`src/rtl/sqllex_pkg.sv`:
```
// Shared types and constants of the SQL token lexer.
`default_nettype none

package sqllex_pkg;

   localparam int OUT_POS_BITS   = 16;
   localparam int OUT_VALUE_BITS = 32;
   localparam int TYPE_BITS      = 3;

   typedef enum logic [3:0] {
      MODE_IDLE   = 4'd0,
      MODE_WORD   = 4'd1,
      MODE_NUMBER = 4'd2,
      MODE_STRING = 4'd3,
      MODE_STRQ   = 4'd4,
      MODE_DASH   = 4'd5,
      MODE_SLASH  = 4'd6,
      MODE_GT     = 4'd7,
      MODE_LT     = 4'd8,
      MODE_BANG   = 4'd9,
      MODE_LINE   = 4'd10,
      MODE_BLOCK  = 4'd11,
      MODE_BSTAR  = 4'd12
   } mode_type;

   typedef enum logic [TYPE_BITS-1:0] {
      TOK_EOF    = 3'd0,
      TOK_WORD   = 3'd1,
      TOK_NUMBER = 3'd2,
      TOK_STRING = 3'd3,
      TOK_DELIM  = 3'd4,
      TOK_ERROR  = 3'd5
   } tok_type_type;

   localparam logic [7:0] CH_NUL     = 8'h00;
   localparam logic [7:0] CH_TAB     = 8'h09;
   localparam logic [7:0] CH_CR      = 8'h0D;
   localparam logic [7:0] CH_SPACE   = 8'h20;
   localparam logic [7:0] CH_NEWLINE = 8'h0A;
   localparam logic [7:0] CH_QUOTE   = 8'h27;
   localparam logic [7:0] CH_UNDER   = 8'h5F;
   localparam logic [7:0] CH_GT      = 8'h3E;
   localparam logic [7:0] CH_LT      = 8'h3C;
   localparam logic [7:0] CH_BANG    = 8'h21;
   localparam logic [7:0] CH_EQUAL   = 8'h3D;
   localparam logic [7:0] CH_STAR    = 8'h2A;
   localparam logic [7:0] CH_SLASH   = 8'h2F;
   localparam logic [7:0] CH_DASH    = 8'h2D;
   localparam logic [7:0] CH_ZERO    = 8'h30;
   localparam logic [7:0] CH_NINE    = 8'h39;
   localparam logic [7:0] CH_LOW_A   = 8'h61;
   localparam logic [7:0] CH_LOW_Z   = 8'h7A;
   localparam logic [7:0] CH_UP_A    = 8'h41;
   localparam logic [7:0] CH_UP_Z    = 8'h5A;

   typedef struct packed {
      tok_type_type              token_type;
      logic [OUT_POS_BITS-1:0]   start_offset;
      logic [OUT_POS_BITS-1:0]   token_length;
      logic [OUT_VALUE_BITS-1:0] number_value;
      logic                      last;
   } result_type;

endpackage

`default_nettype wire

```
`src/rtl/sql_token_lexer_core.sv`:
```
// Top level of the streaming SQL token lexer.
//
//   channel  direction  ports                                         transaction
//   req      in         req_ch, req_at_end                            one text byte or end
//   rsp      out        rsp_token_type, rsp_start_offset,             one token
//                       rsp_token_length, rsp_number_value, rsp_last
//
// One byte is taken per cycle while the queue has room; its tokens (zero, one or
// two) enter a four-entry queue in the same cycle and leave at one per cycle.
// The queue must have room for two tokens to take a byte, so a run of bytes that
// each give two tokens is limited by the single output port.
// Reset clears the lexer state and empties the queue; no clearing pass is needed.
// A stalled rsp side holds the queue head and backs up into req_ready.
`default_nettype none

module sql_token_lexer_core
   import sqllex_pkg::*;
#(
   parameter int POS_BITS   = 16,
   parameter int VALUE_BITS = 32
) (
   input  wire logic                      clock,
   input  wire logic                      reset,
   input  wire logic                      req_valid,
   output logic                           req_ready,
   input  wire logic [7:0]                req_ch,
   input  wire logic                      req_at_end,
   output logic                           rsp_valid,
   input  wire logic                      rsp_ready,
   output logic [TYPE_BITS-1:0]           rsp_token_type,
   output logic [OUT_POS_BITS-1:0]        rsp_start_offset,
   output logic [OUT_POS_BITS-1:0]        rsp_token_length,
   output logic [OUT_VALUE_BITS-1:0]      rsp_number_value,
   output logic                           rsp_last
);

   mode_type              mode_ff, mode_in;
   logic [POS_BITS-1:0]   pos_ff, pos_in, start_ff, start_in, len_ff, len_in;
   logic [VALUE_BITS-1:0] acc_ff, acc_in;
   logic [1:0]            result_count;
   result_type            result0, result1, head;
   logic [1:0]            push_count;
   logic                  queue_room;
   logic                  req_take;

   assign req_ready  = queue_room;
   assign req_take   = req_valid && req_ready;
   assign push_count = req_take ? result_count : 2'd0;

   sqllex_step #(
      .POS_BITS   (POS_BITS),
      .VALUE_BITS (VALUE_BITS)
   ) u_step (
      .mode_ff      (mode_ff),
      .pos_ff       (pos_ff),
      .start_ff     (start_ff),
      .len_ff       (len_ff),
      .acc_ff       (acc_ff),
      .ch           (req_ch),
      .at_end       (req_at_end),
      .mode_in      (mode_in),
      .pos_in       (pos_in),
      .start_in     (start_in),
      .len_in       (len_in),
      .acc_in       (acc_in),
      .result_count (result_count),
      .result0      (result0),
      .result1      (result1)
   );

   sqllex_rsp_queue u_queue (
      .clock      (clock),
      .reset      (reset),
      .push_count (push_count),
      .push_data0 (result0),
      .push_data1 (result1),
      .pop        (rsp_ready),
      .has_room   (queue_room),
      .head_valid (rsp_valid),
      .head_data  (head)
   );

   always_ff @(posedge clock) begin
      if (reset) begin
         mode_ff  <= MODE_IDLE;
         pos_ff   <= '0;
         start_ff <= '0;
         len_ff   <= '0;
         acc_ff   <= '0;
      end else if (req_take) begin
         mode_ff  <= mode_in;
         pos_ff   <= pos_in;
         start_ff <= start_in;
         len_ff   <= len_in;
         acc_ff   <= acc_in;
      end
   end

   assign rsp_token_type   = head.token_type;
   assign rsp_start_offset = head.start_offset;
   assign rsp_token_length = head.token_length;
   assign rsp_number_value = head.number_value;
   assign rsp_last         = head.last;

   a_end_resets: assert property (@(posedge clock) disable iff (reset)
      (req_take && (req_at_end || (req_ch == CH_NUL)))
         |=> ((mode_ff == MODE_IDLE) && (pos_ff == '0) && (acc_ff == '0)))
      else $error("end of text did not return the lexer to its reset state");

   a_end_pushes_eof: assert property (@(posedge clock) disable iff (reset)
      (req_take && req_at_end) |-> (result_count != 2'd0))
      else $error("end of text produced no end-of-file token");

endmodule

`default_nettype wire

```
`src/rtl/sqllex_step.sv`:
```
// Combinational next-state and token decode for one text byte.
`default_nettype none

module sqllex_step
   import sqllex_pkg::*;
#(
   parameter int POS_BITS   = 16,
   parameter int VALUE_BITS = 32
) (
   input  wire mode_type              mode_ff,
   input  wire logic [POS_BITS-1:0]   pos_ff,
   input  wire logic [POS_BITS-1:0]   start_ff,
   input  wire logic [POS_BITS-1:0]   len_ff,
   input  wire logic [VALUE_BITS-1:0] acc_ff,
   input  wire logic [7:0]            ch,
   input  wire logic                  at_end,
   output mode_type                   mode_in,
   output logic [POS_BITS-1:0]        pos_in,
   output logic [POS_BITS-1:0]        start_in,
   output logic [POS_BITS-1:0]        len_in,
   output logic [VALUE_BITS-1:0]      acc_in,
   output logic [1:0]                 result_count,
   output result_type                 result0,
   output result_type                 result1
);

   function automatic logic [POS_BITS-1:0] sat_add(logic [POS_BITS-1:0] x, logic [1:0] k);
      logic [POS_BITS:0] s;
      s = {1'b0, x} + (POS_BITS+1)'(k);
      return s[POS_BITS] ? '1 : s[POS_BITS-1:0];
   endfunction

   function automatic logic [OUT_POS_BITS-1:0] to_out_pos(logic [POS_BITS-1:0] x);
      logic [31:0] t;
      t = 32'(x);
      return t[OUT_POS_BITS-1:0];
   endfunction

   function automatic logic [OUT_VALUE_BITS-1:0] to_out_val(logic [VALUE_BITS-1:0] x);
      logic [63:0] t;
      t = 64'(x);
      return t[OUT_VALUE_BITS-1:0];
   endfunction

   logic is_end, is_space, is_digit, is_alpha, is_wordch, pair_hit;
   logic [POS_BITS-1:0]   pos_inc;
   logic [VALUE_BITS-1:0] digit_val, acc_next;

   // Outcome of starting a fresh token at the current byte.
   mode_type              b_mode;
   logic [POS_BITS-1:0]   b_start, b_len;
   logic [VALUE_BITS-1:0] b_acc;
   logic                  b_delim;

   logic                  use_begin;
   logic                  a_valid, b_valid;
   tok_type_type          a_type, b_type;
   logic [POS_BITS-1:0]   a_start, a_len, b_rstart, b_rlen;
   logic [VALUE_BITS-1:0] a_val;
   result_type            res_a, res_b;

   assign is_end    = at_end || (ch == CH_NUL);
   assign is_space  = (ch == CH_SPACE) || ((ch >= CH_TAB) && (ch <= CH_CR));
   assign is_digit  = (ch >= CH_ZERO) && (ch <= CH_NINE);
   assign is_alpha  = ((ch >= CH_LOW_A) && (ch <= CH_LOW_Z))
                   || ((ch >= CH_UP_A) && (ch <= CH_UP_Z));
   assign is_wordch = is_alpha || is_digit || (ch == CH_UNDER);
   assign pair_hit  = (ch == CH_EQUAL) || ((mode_ff == MODE_LT) && (ch == CH_GT));
   assign pos_inc   = sat_add(pos_ff, 2'd1);
   assign digit_val = VALUE_BITS'(ch[3:0]);
   // Times ten as two shifted copies, wrapping at the accumulator width.
   assign acc_next  = (acc_ff << 3) + (acc_ff << 1) + digit_val;

   always_comb begin
      b_mode  = MODE_IDLE;
      b_start = pos_ff;
      b_len   = '0;
      b_acc   = '0;
      b_delim = 1'b0;
      if (is_space) begin
         b_mode = MODE_IDLE;
      end else if (is_alpha || (ch == CH_UNDER)) begin
         b_mode = MODE_WORD;
         b_len  = POS_BITS'(1);
      end else if (is_digit) begin
         b_mode = MODE_NUMBER;
         b_len  = POS_BITS'(1);
         b_acc  = digit_val;
      end else if (ch == CH_QUOTE) begin
         b_mode  = MODE_STRING;
         b_start = pos_inc;
      end else if (ch == CH_DASH) begin
         b_mode = MODE_DASH;
      end else if (ch == CH_SLASH) begin
         b_mode = MODE_SLASH;
      end else if (ch == CH_GT) begin
         b_mode = MODE_GT;
      end else if (ch == CH_LT) begin
         b_mode = MODE_LT;
      end else if (ch == CH_BANG) begin
         b_mode = MODE_BANG;
      end else begin
         b_delim = 1'b1;
      end
   end

   // Next mode.
   always_comb begin
      mode_in = mode_ff;
      if (is_end) begin
         mode_in = MODE_IDLE;
      end else begin
         unique case (mode_ff)
            MODE_WORD:   if (!is_wordch) mode_in = b_mode;
            MODE_NUMBER: if (!is_digit) mode_in = b_mode;
            MODE_STRING: if (ch == CH_QUOTE) mode_in = MODE_STRQ;
            MODE_STRQ:   mode_in = (ch == CH_QUOTE) ? MODE_STRING : b_mode;
            MODE_DASH:   mode_in = (ch == CH_DASH) ? MODE_LINE : b_mode;
            MODE_SLASH:  mode_in = (ch == CH_STAR) ? MODE_BLOCK : b_mode;
            MODE_GT, MODE_LT, MODE_BANG: mode_in = pair_hit ? MODE_IDLE : b_mode;
            MODE_LINE:   if (ch == CH_NEWLINE) mode_in = MODE_IDLE;
            MODE_BLOCK:  if (ch == CH_STAR) mode_in = MODE_BSTAR;
            MODE_BSTAR: begin
               if (ch == CH_SLASH) begin
                  mode_in = MODE_IDLE;
               end else if (ch != CH_STAR) begin
                  mode_in = MODE_BLOCK;
               end
            end
            default:     mode_in = b_mode;
         endcase
      end
   end

   // Datapath and emitted tokens. The first slot flushes the pending token,
   // the second carries a token begun by this byte or the end-of-file marker.
   always_comb begin
      pos_in    = pos_inc;
      start_in  = start_ff;
      len_in    = len_ff;
      acc_in    = acc_ff;
      use_begin = 1'b0;
      a_valid   = 1'b0;
      a_type    = TOK_DELIM;
      a_start   = start_ff;
      a_len     = len_ff;
      a_val     = '0;
      b_valid   = 1'b0;
      b_type    = TOK_DELIM;
      b_rstart  = pos_ff;
      b_rlen    = POS_BITS'(1);
      if (is_end) begin
         unique case (mode_ff)
            MODE_WORD: begin
               a_valid = 1'b1;
               a_type  = TOK_WORD;
            end
            MODE_NUMBER: begin
               a_valid = 1'b1;
               a_type  = TOK_NUMBER;
               a_val   = acc_ff;
            end
            MODE_STRING: begin
               a_valid = 1'b1;
               a_type  = TOK_ERROR;
            end
            MODE_STRQ: begin
               a_valid = 1'b1;
               a_type  = TOK_STRING;
            end
            MODE_DASH, MODE_SLASH, MODE_GT, MODE_LT, MODE_BANG: begin
               a_valid = 1'b1;
               a_len   = POS_BITS'(1);
            end
            default: ;
         endcase
         b_valid  = 1'b1;
         b_type   = TOK_EOF;
         b_rlen   = '0;
         pos_in   = '0;
         start_in = '0;
         len_in   = '0;
         acc_in   = '0;
      end else begin
         unique case (mode_ff)
            MODE_WORD: begin
               if (is_wordch) begin
                  len_in = sat_add(len_ff, 2'd1);
               end else begin
                  a_valid   = 1'b1;
                  a_type    = TOK_WORD;
                  use_begin = 1'b1;
               end
            end
            MODE_NUMBER: begin
               if (is_digit) begin
                  acc_in = acc_next;
                  len_in = sat_add(len_ff, 2'd1);
               end else begin
                  a_valid   = 1'b1;
                  a_type    = TOK_NUMBER;
                  a_val     = acc_ff;
                  use_begin = 1'b1;
               end
            end
            MODE_STRING: begin
               if (ch != CH_QUOTE) len_in = sat_add(len_ff, 2'd1);
            end
            MODE_STRQ: begin
               // A doubled quote stays in the content as two bytes.
               if (ch == CH_QUOTE) begin
                  len_in = sat_add(len_ff, 2'd2);
               end else begin
                  a_valid   = 1'b1;
                  a_type    = TOK_STRING;
                  use_begin = 1'b1;
               end
            end
            MODE_DASH: begin
               if (ch != CH_DASH) begin
                  a_valid   = 1'b1;
                  a_len     = POS_BITS'(1);
                  use_begin = 1'b1;
               end
            end
            MODE_SLASH: begin
               if (ch != CH_STAR) begin
                  a_valid   = 1'b1;
                  a_len     = POS_BITS'(1);
                  use_begin = 1'b1;
               end
            end
            MODE_GT, MODE_LT, MODE_BANG: begin
               a_valid = 1'b1;
               if (pair_hit) begin
                  a_len = POS_BITS'(2);
               end else begin
                  a_len     = POS_BITS'(1);
                  use_begin = 1'b1;
               end
            end
            MODE_LINE, MODE_BLOCK, MODE_BSTAR: ;
            default: use_begin = 1'b1;
         endcase
         if (use_begin) begin
            start_in = b_start;
            len_in   = b_len;
            acc_in   = b_acc;
            b_valid  = b_delim;
         end
      end
   end

   always_comb begin
      res_a.token_type   = a_type;
      res_a.start_offset = to_out_pos(a_start);
      res_a.token_length = to_out_pos(a_len);
      res_a.number_value = to_out_val(a_val);
      res_a.last         = !b_valid;
      res_b.token_type   = b_type;
      res_b.start_offset = to_out_pos(b_rstart);
      res_b.token_length = to_out_pos(b_rlen);
      res_b.number_value = '0;
      res_b.last         = 1'b1;
      result1 = res_b;
      if (a_valid) begin
         result0 = res_a;
      end else begin
         result0 = res_b;
      end
      result_count = {1'b0, a_valid} + {1'b0, b_valid};
   end

endmodule

`default_nettype wire

```
`src/rtl/sqllex_rsp_queue.sv`:
```
// Four-entry result queue that takes up to two tokens per cycle.
`default_nettype none

module sqllex_rsp_queue
   import sqllex_pkg::*;
(
   input  wire logic          clock,
   input  wire logic          reset,
   input  wire logic [1:0]    push_count,
   input  wire result_type    push_data0,
   input  wire result_type    push_data1,
   input  wire logic          pop,
   output logic               has_room,
   output logic               head_valid,
   output result_type         head_data
);

   localparam int DEPTH    = 4;
   localparam int IDX_BITS = $clog2(DEPTH);

   result_type            entry_ff [DEPTH];
   logic [IDX_BITS-1:0]   wr_ff, wr_in, rd_ff, rd_in, wr_next_idx;
   logic [IDX_BITS:0]     count_ff, count_in;
   logic                  do_pop;

   assign do_pop      = pop && head_valid;
   assign head_valid  = (count_ff != '0);
   assign head_data   = entry_ff[rd_ff];
   // Room for the worst case of two tokens from one byte.
   assign has_room    = (count_ff <= (IDX_BITS+1)'(DEPTH - 2));
   assign wr_next_idx = wr_ff + IDX_BITS'(1);
   assign wr_in       = wr_ff + IDX_BITS'(push_count);
   assign rd_in       = rd_ff + IDX_BITS'(do_pop);
   assign count_in    = count_ff + (IDX_BITS+1)'(push_count) - (IDX_BITS+1)'(do_pop);

   always_ff @(posedge clock) begin
      if (reset) begin
         wr_ff    <= '0;
         rd_ff    <= '0;
         count_ff <= '0;
      end else begin
         wr_ff    <= wr_in;
         rd_ff    <= rd_in;
         count_ff <= count_in;
      end
   end

   always_ff @(posedge clock) begin
      if (push_count != 2'd0) entry_ff[wr_ff] <= push_data0;
      if (push_count == 2'd2) entry_ff[wr_next_idx] <= push_data1;
   end

   a_count_bound: assert property (@(posedge clock) disable iff (reset)
      count_ff <= (IDX_BITS+1)'(DEPTH))
      else $error("result queue count beyond depth");

   a_no_overflow: assert property (@(posedge clock) disable iff (reset)
      (push_count != 2'd0) |-> ((IDX_BITS+2)'(count_ff) + (IDX_BITS+2)'(push_count)
                                <= (IDX_BITS+2)'(DEPTH)))
      else $error("result queue written while full");

endmodule

`default_nettype wire

```
`config.mk`:
```
export PLATFORM = sky130hd
export DESIGN_NAME = sql_token_lexer_core
export DESIGN_NICKNAME = d
export VERILOG_FILES = /design/src/rtl/sqllex_pkg.sv /design/src/rtl/sql_token_lexer_core.sv /design/src/rtl/sqllex_step.sv /design/src/rtl/sqllex_rsp_queue.sv
export SDC_FILE = /design/constraint.sdc
export NUM_CORES = 1
export LEC_CHECK = 0
export BUFFER_PORTS_ARGS = -buffer_cell sky130_fd_sc_hd__buf_2
export CELL_PAD_IN_SITES_DETAIL_PLACEMENT = 0
export CELL_PAD_IN_SITES_GLOBAL_PLACEMENT = 1
export CORE_MARGIN = 4
export CORE_UTILIZATION = 45
export CTS_CLUSTER_SIZE = 30
export DETAILED_ROUTE_END_ITERATION = 8
export GPL_TIMING_DRIVEN = 0
export PLACE_DENSITY = 0.79
export SETUP_SLACK_MARGIN = 0.1
export SKIP_CTS_REPAIR_TIMING = 1
export SLEW_MARGIN = 20
export SYNTH_ARGS = -nofsm -noshare
export SYNTH_HDL_FRONTEND = slang
export SYNTH_SLANG_ARGS = --single-unit
export TNS_END_PERCENT = 30
```
`constraint.sdc`:
```
create_clock -name clock -period 5.9 [get_ports clock]
set_input_delay 1.18 -clock clock [delete_from_list [all_inputs] [get_ports clock]]
set_output_delay 1.18 -clock clock [all_outputs]
set_load 0.02 [all_outputs]
```
==> qor.txt <==
CP Max Fanout: 19
Final wirelength: 53200 um
Critical Path AT: 5.83 ns
Setup violations, final: 0
Placed cell count: 2309
Synth cell count leaders: dfxtp_1 (291), a22o_1 (265), a21oi_1 (119)
Netlist Area Pre-Place: 17900 um^2
Gr ovfl total: 0
Share of the cycle needed by the critical path after routing: 94.0%
Largest net degree at the start of global routing: 20
Count of TritonRoute iterations in the first routing pass: 5
Synthesized Nets: 1794
Synthesized instance count: 1711
Post-synth EDFFs: 72
DRC: 0
CTS Buf Count: 39
FMAX: 180 MHz
CP Data Required Time: 6.18 ns
# IOs: 83
Via count: 14705
First-pass GRT wire length: 83600 um
#FFs+latches synth: 363
Max clock buf depth: 3
Non-Filler Instances: 2385
Starting Density: 45.9%
Share of post-route cells with drive strength above 1: 15.1%
Nets: 1921
Total die area: 42900 um^2
Final ANT Viol Nets: 0
Routed WL per cell: 22.3 um
Vias in the first global route: 14439
DIE HEIGHT: 207 um
Slew HR: 32.0%
WS Path Type: in -> reg
Cell variety after synth: 80
WHS: 0.458 ns
Clock skew: 0.0190 ns
Most common cell in the netlist: dfxtp_1
Slack of the critical path: 0.353 ns
DRT iter0 DRCs: 1122
N_diodes: 0
Tmin final: 5.55 ns
Worst hold path type: reg -> reg
Final Max Slew Viols: 0
Skew-Pair Late Insertion Delay: 0.56 ns
DP Wirelength: 37900 um
TritonCTS clock tree: yes
Sink Count: 363
Row cnt: 72
Ys flop type: dfxtp_1
P per Cell Area: 312 nW/um^2
Count of buffers from port buffering: 80
Core footprint: 38900 um^2
Initial antenna violation count: 1
Async S/R FF share, synth: 0%
Max-cap violations: 0
Root Buffer: clkbuf_16
Ranking of synthesized cells by area: dfxtp_1 (33%), a22o_1 (13%), edfxtp_1 (12%)
Routability cong.: 0.916
RSZ-0062 raised after global routing: no
Pleak: 0.00765 uW
Area leader, netlist: dfxtp_1
Top-area cell type share of the netlist area: 32.6%
Final hold viol count: 0
Total track usage: 24.0%
Type of origin of the critical path: input pin
Fill cell count: 3567
Status: finished clean
Synthesis Warnings: 0
Max VDD drop: 264 uV
Post-Syn Area per Cell: 10.4 um^2
Layout area overhead: 14.0%
Clock slew at reported path FFs: 0.06 ns
CP Capture Type: flop
Register area share after synthesis: 44.7%
Max H-tree Level: 2
Worst slew pin tran: 1.01 ns
Die extent in x: 207 um
Worst slack, placed: -1.74 ns
Vias per cell: 6.17
metrics by stage:
step	cell area (um^2)	setup TNS (ns)	util, %	power (uW)
floorplan	17900	0	-	3450
global placement	18900	-321.73	48.6	3830
detailed placement	18900	-308.04	48.6	3840
CTS	20200	-122.53	52.0	6370
global route	20400	0	52.3	6580
finish	20400	0	52.3	6350
cell type report:
type	instances	area (um^2)	area share, %
multi-input cells	1164	9160	45.0
repair buffers	86	458	2.25
inverters	34	143	0.700
plain buffers	150	641	3.15
flip-flops and latches	363	7990	39.2
clock buffers	59	1180	5.81
clock inverters	11	149	0.731
well taps	518	648	3.18
state kept, by name (all words and copies together) (netlist names):
| register | flops |
|---|---|
| mode_ff | 4 |
| pos_ff | 16 |
| u_queue.count_ff | 3 |
| acc_ff | 32 |
| u_queue.entry_ff | 272 |
| start_ff | 16 |
| u_queue.wr_ff | 2 |
| u_queue.rd_ff | 2 |
| len_ff | 16 |
logic make-up (layout without fill, tap and decap cells):
logic type / after synthesis / in the layout / synth area share, %
mux: 75 / 75 / 8.97
simple gates: 393 / 393 / 10.7
fa+ha+maj: 70 / 70 / 5.03
xor+xnor: 33 / 33 / 1.62
flops: 363 / 363 / 44.7
compound gates: 593 / 593 / 24.7
buf+inv: 184 / 340 / 4.22
placed cells by master (no fill, tap or decap), types with 26 or more instances in the layout:
| master | count |
|---|---|
| edfxtp_1 | 72 |
| nand3_1 | 45 |
| a21oi_1 | 119 |
| nor2_1 | 89 |
| inv_1 | 30 |
| dfxtp_1 | 291 |
| clkbuf_1 | 117 |
| xnor2_1 | 26 |
| ha_1 | 67 |
| mux4_2 | 68 |
| nor3_1 | 34 |
| o21ai_0 | 60 |
| a22o_1 | 265 |
| buf_2 | 99 |
| nand2_1 | 108 |
| clkbuf_16 | 41 |
where the power goes:
group / internal [uW] / total [uW] / switching [uW]
combinational: 383 / 1160 / 777
clock: 1520 / 2540 / 1010
sequential: 2610 / 2650 / 35.2
layer usage:
layer  vias to the layer above  track usage, %  share of wire, %
met4                         0            6.36               2.6
li1                       6871               -                 -
met1                      7295            32.9                44
met2                       455            40.0                48
met3                        84            3.48               5.9
met5                         -               0                 0
worst paths after layout:
kind	endpoint	cells after the start	slack, ns	start
worst min register to register	u_queue.entry_ff[2][65]	2	0.46	u_queue.entry_ff[2][65]
worst max-delay path	u_queue.entry_ff[2][64]	16	0.35	req_ch[3]
worst min-delay path	u_queue.entry_ff[2][65]	2	0.46	u_queue.entry_ff[2][65]
worst max register to register	u_queue.entry_ff[2][64]	15	0.76	mode_ff[3]
worst max-delay path, stage by stage:
cell        delay, ns
buf_2            0.13
clkbuf_1         0.21
or3_1            0.47
a221oi_1         0.57
nand4_2          0.36
nor3_4           0.32
o41ai_2          0.15
ha_1             0.41
o21ai_2          0.31
or2_2            0.17
clkbuf_1         0.34
and2_1           0.20
clkbuf_1         0.26
clkbuf_4         0.36
clkinvlp_4       0.13
buf_4            0.24
(Power assumes the default switching activity.)
